--- config.mk ---
export PLATFORM = sky130hd
export DESIGN_NAME = quadtree_bitmap_run_encoder_unit
export DESIGN_NICKNAME = d
export VERILOG_FILES = /design/src/hw/rtl/qbre_pkg.sv /design/src/hw/rtl/qbre_layer_unit.sv /design/src/hw/rtl/qbre_layer_store.sv /design/src/hw/rtl/quadtree_bitmap_run_encoder_unit.sv
export SDC_FILE = /design/constraint.sdc
export NUM_CORES = 1
export LEC_CHECK = 0
export BUFFER_PORTS_ARGS = -buffer_cell sky130_fd_sc_hd__buf_2
export CAP_MARGIN = 20
export CELL_PAD_IN_SITES_DETAIL_PLACEMENT = 1
export CELL_PAD_IN_SITES_GLOBAL_PLACEMENT = 2
export CORE_UTILIZATION = 45
export DETAILED_ROUTE_END_ITERATION = 8
export PLACE_DENSITY = 0.92
export SETUP_SLACK_MARGIN = 0.15
export SYNTH_ARGS = -nofsm -noshare
export SYNTH_HDL_FRONTEND = slang
export SYNTH_SLANG_ARGS = --single-unit
--- constraint.sdc ---
create_clock -name i_clk -period 14.3 [get_ports i_clk]
set_clock_uncertainty 0.15 [all_clocks]
set_input_delay 0.715 -clock i_clk [delete_from_list [all_inputs] [get_ports i_clk]]
set_output_delay 0.715 -clock i_clk [all_outputs]
set_load 0.005 [all_outputs]
--- src/hw/rtl/qbre_pkg.sv ---
// qbre_pkg: shared types, constants and helpers of the quadtree bitmap run encoder.
// Used by qbre_layer_unit, qbre_layer_store and quadtree_bitmap_run_encoder_unit.
package qbre_pkg;

    localparam int NDIM           = 2;
    localparam int CODES_IN_WORD  = 1 << NDIM;
    localparam int WORD_BITS      = 2 * CODES_IN_WORD;
    localparam int RUN_W          = 33;
    localparam int SUM_W          = RUN_W + 1;
    localparam int LAYER_IDX_W    = 4;
    localparam int LAYERS_W       = 5;
    localparam int MAX_LAYERS_DEF = 16;

    localparam int CFG_IDX_W  = 4;
    localparam int CFG_DATA_W = 5;

    localparam logic [CFG_IDX_W-1:0] CFG_LAYERS_IN_USE = CFG_IDX_W'(0);
    localparam logic [CFG_IDX_W-1:0] CFG_DENSE_SUFFIX  = CFG_IDX_W'(1);

    localparam logic [LAYERS_W-1:0] LAYERS_RESET = LAYERS_W'(16);

    localparam logic [1:0] CODE_MIXED = 2'b10;
    localparam logic [1:0] CODE_ONE   = 2'b01;
    localparam logic [1:0] CODE_ZERO  = 2'b00;

    typedef struct packed {
        logic [RUN_W-1:0] run_length;
        logic             bit_value;
    } t_in_item;

    typedef struct packed {
        logic [LAYER_IDX_W-1:0] layer_index;
        logic [WORD_BITS-1:0]   code_word;
        logic                   to_dense_suffix;
        logic                   last;
    } t_out_item;

    typedef struct packed {
        logic [WORD_BITS-1:0] word;
        logic [NDIM-1:0]      len;
        logic [RUN_W-1:0]     count;
        logic                 bit_value;
        logic                 bottom;
        logic                 top;
        logic                 pure_in;
    } t_step_req;

    typedef struct packed {
        logic                 emit;
        logic                 carry;
        logic                 pure_word;
        logic [WORD_BITS-1:0] word;
        logic [RUN_W-1:0]     count_out;
        logic [WORD_BITS-1:0] new_word;
        logic [NDIM-1:0]      new_len;
    } t_step_res;

    typedef enum logic [1:0] {
        S_IDLE,
        S_RUN,
        S_FLUSH
    } t_state;

    function automatic logic [WORD_BITS-1:0] fill_word(input logic [1:0] code);
        logic [WORD_BITS-1:0] w;
        w = '0;
        for (int i = 0; i < CODES_IN_WORD; i++) begin
            w[2*i +: 2] = code;
        end
        return w;
    endfunction

endpackage

--- src/hw/rtl/qbre_layer_unit.sv ---
// qbre_layer_unit: one layer step, shared by all layers under the sequencer.
// Merges codes into the layer word, adds the run, decides carry and emission.
// Depends on qbre_pkg.
module qbre_layer_unit (
    input  qbre_pkg::t_step_req i_req,
    output qbre_pkg::t_step_res o_res
);

    logic [1:0]                     run_code;
    logic [qbre_pkg::WORD_BITS-1:0] run_mask;
    logic [1:0]                     ins_code;
    logic [qbre_pkg::WORD_BITS-1:0] w1;
    logic [qbre_pkg::NDIM:0]        len1;
    logic [qbre_pkg::SUM_W-1:0]     sum;
    logic                           carry;
    logic                           word_pure;
    logic [qbre_pkg::NDIM-1:0]      new_len;
    logic [qbre_pkg::WORD_BITS-1:0] keep_mask;

    always_comb begin
        run_code = i_req.bit_value ? qbre_pkg::CODE_ONE : qbre_pkg::CODE_ZERO;
        run_mask = qbre_pkg::fill_word(run_code);
        ins_code = i_req.pure_in ? run_code : qbre_pkg::CODE_MIXED;
        if (i_req.bottom) begin
            w1   = i_req.word | (run_mask << {i_req.len, 1'b0});
            len1 = {1'b0, i_req.len};
        end else begin
            w1   = i_req.word
                 | (qbre_pkg::WORD_BITS'(ins_code) << {i_req.len, 1'b0});
            len1 = {1'b0, i_req.len} + (qbre_pkg::NDIM+1)'(1);
            if (len1 < (qbre_pkg::NDIM+1)'(qbre_pkg::CODES_IN_WORD)) begin
                w1 = w1 | (run_mask << {len1, 1'b0});
            end
        end
        sum       = qbre_pkg::SUM_W'(i_req.count) + qbre_pkg::SUM_W'(len1);
        carry     = |sum[qbre_pkg::SUM_W-1:qbre_pkg::NDIM];
        word_pure = (w1 == run_mask);
        new_len   = sum[qbre_pkg::NDIM-1:0];
        keep_mask = ~({qbre_pkg::WORD_BITS{1'b1}} << {new_len, 1'b0});

        o_res.emit      = carry && (!word_pure || i_req.top);
        o_res.carry     = carry;
        o_res.pure_word = word_pure;
        o_res.word      = w1;
        o_res.count_out = qbre_pkg::RUN_W'((sum >> qbre_pkg::NDIM) - qbre_pkg::SUM_W'(1));
        o_res.new_word  = (carry ? run_mask : w1) & keep_mask;
        o_res.new_len   = new_len;
    end

endmodule

--- src/hw/rtl/qbre_layer_store.sv ---
// qbre_layer_store: partial word and code count of every layer, cleared by reset.
// One read and one write port at the sequencer's layer. Depends on qbre_pkg.
module qbre_layer_store #(
    parameter int DEPTH = qbre_pkg::MAX_LAYERS_DEF,
    parameter int AW    = 4
) (
    input  logic                           i_clk,
    input  logic                           i_rst_n,
    input  logic [AW-1:0]                  i_addr,
    input  logic                           i_we,
    input  logic [qbre_pkg::WORD_BITS-1:0] i_wword,
    input  logic [qbre_pkg::NDIM-1:0]      i_wlen,
    output logic [qbre_pkg::WORD_BITS-1:0] o_rword,
    output logic [qbre_pkg::NDIM-1:0]      o_rlen
);

    logic [qbre_pkg::WORD_BITS-1:0] r_word [DEPTH];
    logic [qbre_pkg::NDIM-1:0]      r_len  [DEPTH];

    always_ff @(posedge i_clk) begin
        if (!i_rst_n) begin
            for (int i = 0; i < DEPTH; i++) begin
                r_word[i] <= '0;
                r_len[i]  <= '0;
            end
        end else if (i_we) begin
            r_word[i_addr] <= i_wword;
            r_len[i_addr]  <= i_wlen;
        end
    end

    assign o_rword = r_word[i_addr];
    assign o_rlen  = r_len[i_addr];

endmodule

--- src/hw/rtl/quadtree_bitmap_run_encoder_unit.sv ---
// Quadtree bitmap run encoder: turns runs of equal bits into compressed linear quadtree
// words, one 2-bit code per subtree. A run with nonzero length is taken and then walks
// the layers from the bottom with a single layer-step unit, one layer per cycle while
// no pending word waits on a stalled output, until the carry stops or the top layer in
// use is reached: at most N layers, N being layers_in_use with zero read as one and
// capped at MAX_LAYERS. The final word, if any, is released from the flush state, which
// waits while the output stalls. A zero-length run gives no word. Input stall is high
// while a run is in work, and register writes are taken only while no run is in work.
// Depends on qbre_pkg, qbre_layer_unit and qbre_layer_store.
module quadtree_bitmap_run_encoder_unit #(
    parameter int MAX_LAYERS = qbre_pkg::MAX_LAYERS_DEF
) (
    input  logic                            i_clk,
    input  logic                            i_rst_n,
    input  logic                            i_in_valid,
    output logic                            o_in_stall,
    input  qbre_pkg::t_in_item              i_in_item,
    output logic                            o_out_valid,
    input  logic                            i_out_stall,
    output qbre_pkg::t_out_item             o_out_item,
    input  logic                            i_cfg_valid,
    output logic                            o_cfg_ready,
    input  logic [qbre_pkg::CFG_IDX_W-1:0]  i_cfg_index,
    input  logic [qbre_pkg::CFG_DATA_W-1:0] i_cfg_data
);

    localparam int LW = (MAX_LAYERS > 1) ? $clog2(MAX_LAYERS) : 1;
    localparam int TW = qbre_pkg::LAYERS_W + 1;

    qbre_pkg::t_state    r_state, n_state;
    logic [qbre_pkg::LAYERS_W-1:0] r_layers;
    logic                r_dense;
    logic [LW-1:0]       r_layer;
    logic [qbre_pkg::RUN_W-1:0] r_count;
    logic                r_bit;
    logic                r_pure;
    qbre_pkg::t_out_item r_pend;
    logic                r_pend_valid;
    qbre_pkg::t_out_item r_out;
    logic                r_out_valid;

    qbre_pkg::t_step_req req;
    qbre_pkg::t_step_res res;
    qbre_pkg::t_out_item new_item;
    qbre_pkg::t_out_item push_item;
    logic [qbre_pkg::WORD_BITS-1:0] st_word;
    logic [qbre_pkg::NDIM-1:0]      st_len;
    logic [TW-1:0]       lim;
    logic                is_top;
    logic                out_free;
    logic                in_accept;
    logic                commit;
    logic                run_done;
    logic                flush_go;
    logic                push_out;

    qbre_layer_store #(
        .DEPTH (MAX_LAYERS),
        .AW    (LW)
    ) u_store (
        .i_clk   (i_clk),
        .i_rst_n (i_rst_n),
        .i_addr  (r_layer),
        .i_we    (commit),
        .i_wword (res.new_word),
        .i_wlen  (res.new_len),
        .o_rword (st_word),
        .o_rlen  (st_len)
    );

    qbre_layer_unit u_unit (
        .i_req (req),
        .o_res (res)
    );

    always_comb begin
        lim = (r_layers == '0) ? TW'(1) : TW'(r_layers);
        if (lim > TW'(MAX_LAYERS)) begin
            lim = TW'(MAX_LAYERS);
        end
        is_top = ((TW'(r_layer) + TW'(1)) == lim);
    end

    always_comb begin
        req.word      = st_word;
        req.len       = st_len;
        req.count     = r_count;
        req.bit_value = r_bit;
        req.bottom    = (r_layer == '0);
        req.top       = is_top;
        req.pure_in   = r_pure;

        new_item.layer_index     = qbre_pkg::LAYER_IDX_W'(r_layer);
        new_item.code_word       = res.word;
        new_item.to_dense_suffix = r_dense && (r_layer == '0);
        new_item.last            = 1'b0;

        push_item      = r_pend;
        push_item.last = flush_go;
    end

    // next state
    always_comb begin
        n_state = r_state;
        case (r_state)
            qbre_pkg::S_IDLE: begin
                if (in_accept && (i_in_item.run_length != '0)) begin
                    n_state = qbre_pkg::S_RUN;
                end
            end
            qbre_pkg::S_RUN: begin
                if (commit && run_done) begin
                    n_state = (r_pend_valid || res.emit) ? qbre_pkg::S_FLUSH
                                                         : qbre_pkg::S_IDLE;
                end
            end
            qbre_pkg::S_FLUSH: begin
                if (out_free) begin
                    n_state = qbre_pkg::S_IDLE;
                end
            end
            default: n_state = qbre_pkg::S_IDLE;
        endcase
    end

    // control outputs
    always_comb begin
        out_free  = !r_out_valid || !i_out_stall;
        in_accept = i_in_valid && (r_state == qbre_pkg::S_IDLE);
        commit    = (r_state == qbre_pkg::S_RUN)
                 && !(res.emit && r_pend_valid && !out_free);
        run_done  = !res.carry || is_top;
        flush_go  = (r_state == qbre_pkg::S_FLUSH) && out_free;
        push_out  = (commit && res.emit && r_pend_valid) || flush_go;
    end

    always_ff @(posedge i_clk) begin
        if (!i_rst_n) begin
            r_state      <= qbre_pkg::S_IDLE;
            r_layers     <= qbre_pkg::LAYERS_RESET;
            r_dense      <= 1'b0;
            r_pend_valid <= 1'b0;
            r_out_valid  <= 1'b0;
        end else begin
            r_state <= n_state;
            if (i_cfg_valid && o_cfg_ready) begin
                case (i_cfg_index)
                    qbre_pkg::CFG_LAYERS_IN_USE: r_layers <= i_cfg_data;
                    qbre_pkg::CFG_DENSE_SUFFIX:  r_dense  <= i_cfg_data[0];
                    default: ;
                endcase
            end
            if (commit && res.emit) begin
                r_pend_valid <= 1'b1;
            end else if (flush_go) begin
                r_pend_valid <= 1'b0;
            end
            if (push_out) begin
                r_out_valid <= 1'b1;
            end else if (!i_out_stall) begin
                r_out_valid <= 1'b0;
            end
        end
    end

    always_ff @(posedge i_clk) begin
        if (in_accept) begin
            r_count <= i_in_item.run_length;
            r_bit   <= i_in_item.bit_value;
            r_layer <= '0;
            r_pure  <= 1'b0;
        end else if (commit) begin
            r_count <= res.count_out;
            r_pure  <= res.pure_word;
            if (!run_done) begin
                r_layer <= r_layer + LW'(1);
            end
        end
        if (commit && res.emit) begin
            r_pend <= new_item;
        end
        if (push_out) begin
            r_out <= push_item;
        end
    end

    assign o_in_stall  = (r_state != qbre_pkg::S_IDLE);
    assign o_out_valid = r_out_valid;
    assign o_out_item  = r_out;
    assign o_cfg_ready = (r_state == qbre_pkg::S_IDLE);

    a_idle_no_pend: assert property (@(posedge i_clk) disable iff (!i_rst_n)
        (r_state == qbre_pkg::S_IDLE) |-> !r_pend_valid)
        else $error("pending word left over in idle");

    a_flush_has_pend: assert property (@(posedge i_clk) disable iff (!i_rst_n)
        (r_state == qbre_pkg::S_FLUSH) |-> r_pend_valid)
        else $error("flush without pending word");

    a_layer_range: assert property (@(posedge i_clk) disable iff (!i_rst_n)
        (r_state == qbre_pkg::S_RUN) |-> (TW'(r_layer) < lim))
        else $error("layer beyond layers in use");

    a_run_start: assert property (@(posedge i_clk) disable iff (!i_rst_n)
        (in_accept && (i_in_item.run_length != '0)) |=> (r_state == qbre_pkg::S_RUN))
        else $error("nonzero run did not start the layer walk");

endmodule

== After elaboration in Yosys (flattened, before gate mapping) ==
Memories as Yosys holds them, arrays and structs flattened. A register that Yosys moved wholly into a read port is not among the register bits.
Cells that the tools add are included.

* Add/sub/neg operators: 5
* $lt $le $gt $ge: 2
* Eq/ne operators: 9
* Shift-type cells: 4
* Multiplexer cells: 33
* Bitwise logic cells: 6
* Reduce and logical (&&, ||, !) cells: 38

{| class="wikitable"
|+ Operator list
! kind !! number
|-
| $mux W33 || 2
|-
| $add A33 B3 Y34 || 1
|-
| $reduce_bool A33 Y1 || 1
|-
| $sub A32 B1 Y33 const B || 1
|-
| $mux W8 || 4
|-
| $reduce_or A32 Y1 || 1
|-
| $mux W4 || 6
|-
| $or A8 B8 Y8 || 3
|-
| $logic_and A1 B1 Y1 || 12
|-
| $mux W2 || 6
|-
| $mux W1 || 11
|-
| $mux W5 || 2
|-
| $and A8 B8 Y8 || 1
|-
| $eq A8 B8 Y1 || 1
|-
| $logic_not A4 Y1 || 2
|-
| $not A8 Y8 || 1
|-
| $reduce_or A8 Y1 || 1
|-
| $shl A2 B3 Y8 || 1
|-
| $shl A8 B3 Y8 || 1
|-
| $shl A8 B3 Y8 const A || 1
|-
| $shl A8 B4 Y8 || 1
|-
| $eq A5 B6 Y1 || 1
|-
| $logic_not A1 Y1 || 6
|-
| $pmux W2 S3 || 1
|-
| 19 further kinds || 29
|}

* Register bits: 76
* Memory bits (writable): 160
* Bits of input ports: 48
* Output and inout port bits: 17
* Logic and storage cells: 115
* Memories: 2

{| class="wikitable"
|+ Memories
! memory !! depth !! bits a word !! rd ports !! clocked after memory_dff !! wr ports !! line !! text
|-
| u_store.r_word || 16 || 8 || 1 || 1 || 16 || qbre_layer_store.sv:17 || <nowiki>logic [qbre_pkg::WORD_BITS-1:0] r_word [DEPTH];</nowiki>
|-
| u_store.r_len || 16 || 2 || 1 || 1 || 16 || qbre_layer_store.sv:18 || <nowiki>logic [qbre_pkg::NDIM-1:0] r_len [DEPTH];</nowiki>
|}

== Longest topological paths before layout ==
* Depth in word-level cells: 20
* Mapped depth: 26
* Mapped depth without buffers: 21

== Hierarchy ==
Synthesis repeated with hierarchy kept, for this count alone.

* Cell total of the unflattened synthesis: 1092
* Area, all modules: 12873.6 sq um

{| class="wikitable"
|+ By module, submodules not included
! module !! instances !! cells each !! area an instance (sq um) !! seq. area each (sq um)
|-
| qbre_layer_store || 1 || 462 || 7344.5 || 4804.6
|-
| quadtree_bitmap_run_encoder_unit || 1 || 279 || 3144.3 || 2132.0
|-
| qbre_layer_unit || 1 || 351 || 2384.8 || 0.0
|}

== Least setup slack after synthesis ==
No wires, ideal clock.

* Path kind: register -> register
* Start: reg with a tool-made name
* End: mem u_store.r_len[11][0] in the netlist's numbering (enable)
* Library setup time: 0.384 ns
* Data arrival time: 5.315 ns
* Required time: 13.766 ns
* Setup slack: 8.451 ns
* Stages on the path, launching flop included: 20
* Path buffers: 2
* Period minus slack after synthesis: 5.849 ns
* Cells stage by stage: dfxtp_1 buf_4 mux4_2 o211ai_1 o21ai_2 ha_1 nor2_1 a21oi_1 inv_1 fa_1 nand2b_1 a2111o_1 nor4_2 a31o_2 nor4b_2 nor2_1 o21ai_4 nand2_1 buf_2 o21ai_0

{| class="wikitable"
|+ RTL lines
! what !! line
|-
| end: declaration || qbre_layer_store.sv:18
|}

==> out/qor.txt <==
=====================================================================================
EDFF count, synth ......................................................          189
Via density per instance ...............................................         6.15
Max Cap Violations .....................................................            0
Half-perimeter wire length after placement .............................     24100 um
Final count of negative-setup-slack endpoints ..........................            0
Final Cycle Share ......................................................        56.5%
Synthesis-stage register bit count .....................................          208
Antenna Nets Post-Route ................................................            0
GRT Resource Usage Total ...............................................        27.1%
Hold Buf Count CTS .....................................................            0
Initial core utilization ...............................................        46.1%
Storage element area ................................................... 0.00606 mm^2
Worst min path class ...................................................    in -> reg
Via count ..............................................................         8726
Wire per inst ..........................................................      24.5 um
Total area of multi-input combinational cells .......................... 0.00480 mm^2
Largest vdd supply drop ................................................       112 uV
Upper clock frequency limit ............................................      124 MHz
Fillers ................................................................         2641
Vias in the first global route .........................................         8847
Io pins ................................................................           65
PnR worst setup slack ..................................................      6220 ps
Max Root-Sink Buffers ..................................................            3
DR DRC count ...........................................................            0
Actual transition at the worst max-transition pin ......................      1210 ps
Width of the die .......................................................       160 um
Cell chain of the critical path ........................................ mux2i_1 > o32ai_1 > nor3_1 > o32a_1 > inv_1 > ha_1 > nor2_1 > a21oi_1 > inv_1 > fa_1 > nand2b_1 > a21oi_1 > o211ai_1 > a221oi_1 > o211ai_1 > nor4b_2 > buf_4 > nor2_1 > o21ai_4 > nand2_1 > o21ai_0
Power density over the cells ...........................................  168 mW/mm^2
Number of antenna violations at the first check in global routing ......            1
WP data arrival ........................................................      8060 ps
Placer's final routability congestion estimate .........................        0.927
Clock latency of the later-clocked register in the worst-skew pair .....       540 ps
Post-synth ARST share ..................................................           0%
TritonCTS clock tree ...................................................        built
Residual overflow from global routing ..................................            0
Nature of the critical path startpoint .................................     register
Number of sinks on the clock net .......................................          208
Number of levels in the clock H-tree ...................................            1
Number of buffers added by the clock tree synthesis step ...............           24
CTS root buffer ........................................................ sky130_fd_sc_hd__clkbuf_16
Fraction of layout instances using a drive strength above 1 ............        16.9%
Rows ...................................................................           57
Min Clock Period, post-route ...........................................      8080 ps
RSZ-0062 raised after global routing ...................................        false
First DRT Iteration DRCs ...............................................          802
Antenna diode count ....................................................            0
Clock transition at the registers of the reported paths ................        70 ps
Largest net degree at the start of global routing ......................           50
Post-Syn Area ..........................................................  0.0112 mm^2
Area growth, synth to finish ...........................................        12.3%
Total leakage power ....................................................      4.28 nW
Final hold violations ..................................................            0
Post-synthesis instance total ..........................................         1023
Slew margin rel. .......................................................        18.9%
Sum of negative setup slack ............................................         0 ps
Fin. max-slew vios .....................................................            0
Most frequent cells in the layout ...................................... 189 x sky130_fd_sc_hd__edfxtp_1, 173 x sky130_fd_sc_hd__nor2_1, 101 x sky130_fd_sc_hd__nand2_1
Number of different library cells in the post-synthesis netlist ........           78
Die area ...............................................................  0.0256 mm^2
Worst Path Required ....................................................     14280 ps
Port Buf Inserts .......................................................           64
Classification of the worst setup path .................................   reg -> reg
Peak per-stage delay on the critical path ..............................      1000 ps
Router iterations before antenna repair ................................            6
Layout net count .......................................................         1136
Post-CTS setup buffer count ............................................            0
Vertical die dimension .................................................       160 um
Core footprint .........................................................  0.0244 mm^2
Peak fanout along the critical path ....................................           31
Sequential-to-total area share from yosys stat .........................        53.9%
Wire length of the first global-routing pass ...........................     52700 um
Post-Route WL ..........................................................     34700 um
Number of gates resized after CTS ......................................            0
Number of nets produced by synthesis ...................................         1082
Most frequent standard cell in the layout excluding fill and tap cells . sky130_fd_sc_hd__edfxtp_1
Post-synthesis area per instance .......................................    11.0 um^2
Primary flip-flop cell chosen by synthesis mapping ..................... sky130_fd_sc_hd__edfxtp_1
Number of warnings printed during yosys synthesis ......................            0
Worst-path cell with the longest stage delay ........................... sky130_fd_sc_hd__o21ai_0
Critical path endpoint category ........................................     register
Status ................................................................. complete, no violations
Setup Slack @ Placement ................................................      6300 ps
=====================================================================================
[power by group]
group / internal (mW) / switching, mW
Sequential: 0.738 / 0.0689
Combinational: 0.236 / 0.470
Clock: 0.356 / 0.259
Total: 1.33 / 0.797
[per-stage QoR]
step | total power [mW] | instances | instance area (um^2) | util (%) | hold slack [ps]
3_3_place_gp | 1.47 | 1362 | 11800 | 48.3 | 250
6_report | 2.13 | 1419 | 12600 | 51.8 | 209
2_1_floorplan | 1.27 | 1023 | 11200 | - | 250
4_1_cts | 2.12 | 1406 | 12600 | 51.5 | 190
3_5_place_dp | 1.50 | 1362 | 11800 | 48.3 | 256
5_1_grt | 2.20 | 1419 | 12600 | 51.8 | 201
[state kept, by name, indices dropped and copies added, names as in the netlist, named ones only]
name and count:
u_store.r_word 96, r_count 33, u_store.r_len 32, o_out_item 14
push_item 13, r_layers 5, r_layer 4, r_state 2
o_out_valid 1, r_bit 1, r_dense 1, r_pend_valid 1
r_pure 1
[layout make-up]
cell class              instances  area share, %
inverters                      26          0.773
clock buffers                  30           5.09
clock inverters                14           1.09
well taps                     324           3.21
flip-flops and latches        208           48.0
multi-input cells             728           38.0
repair buffers                 89           3.83
[cells in the mapped netlist (all sizes together), types with 13 or more instances]
| master | instances | area (um^2) |
|---|---|---|
| xnor2 | 40 | 350 |
| clkbuf | 33 | 126 |
| nand3 | 51 | 255 |
| mux4 | 30 | 679 |
| buf | 28 | 160 |
| mux2i | 20 | 200 |
| xor2 | 20 | 175 |
| a21oi | 24 | 120 |
| o211ai | 13 | 103 |
| nand2 | 101 | 379 |
| edfxtp | 189 | 5680 |
| nor4 | 16 | 128 |
| nor2b | 16 | 100 |
| nor3 | 24 | 120 |
| inv | 26 | 97.6 |
| a31oi | 14 | 106 |
| dfxtp | 19 | 380 |
| o21ai | 53 | 284 |
| nor2 | 173 | 649 |
[critical path, delay by kind of cell (launching register included)]
kind | cells | cell delay [ps]
buffers and inverters | 3 | 500
and+or+nand+nor | 6 | 1320
adders and majority gates | 2 | 770
muxes | 1 | 310
AOI/OAI and AO/OA | 9 | 3610
DFF | 1 | 970
[per-layer routing]
metal,vias up,part of all wire [%],routed length (um),track usage (%)
met1,4374,41,14100,35.5
met2,384,49,16900,45.3
met5,-,0,0,0
li1,3890,-,-,-
met4,0,4.1,1430,11.3
met3,78,6.6,2300,3.45
[worst paths after layout]
| kind | startpoint | end | slack (ps) | depth (start not counted) |
|---|---|---|---|---|
| min | i_in_item[0] | r_bit | 210 | 1 |
| min reg2reg | push_item[4] | o_out_item[4] | 270 | 0 |
| max reg2reg | register | u_store.r_len[13][1] | 6220 | 21 |
| max | register | u_store.r_len[13][1] | 6220 | 21 |
[cells by family (layout without fill, tap and decap cells)]
family	count (synthesis)	after routing	share of synthesized area, %
fa+ha+maj	11	11	1.29
xor+xnor	60	60	4.67
mux	55	55	8.33
buf+inv	87	159	3.42
flops	208	208	53.9
simple gates	443	443	18.6
compound gates	159	159	9.78
No activity file was read; power rests on OpenSTA's default activity.
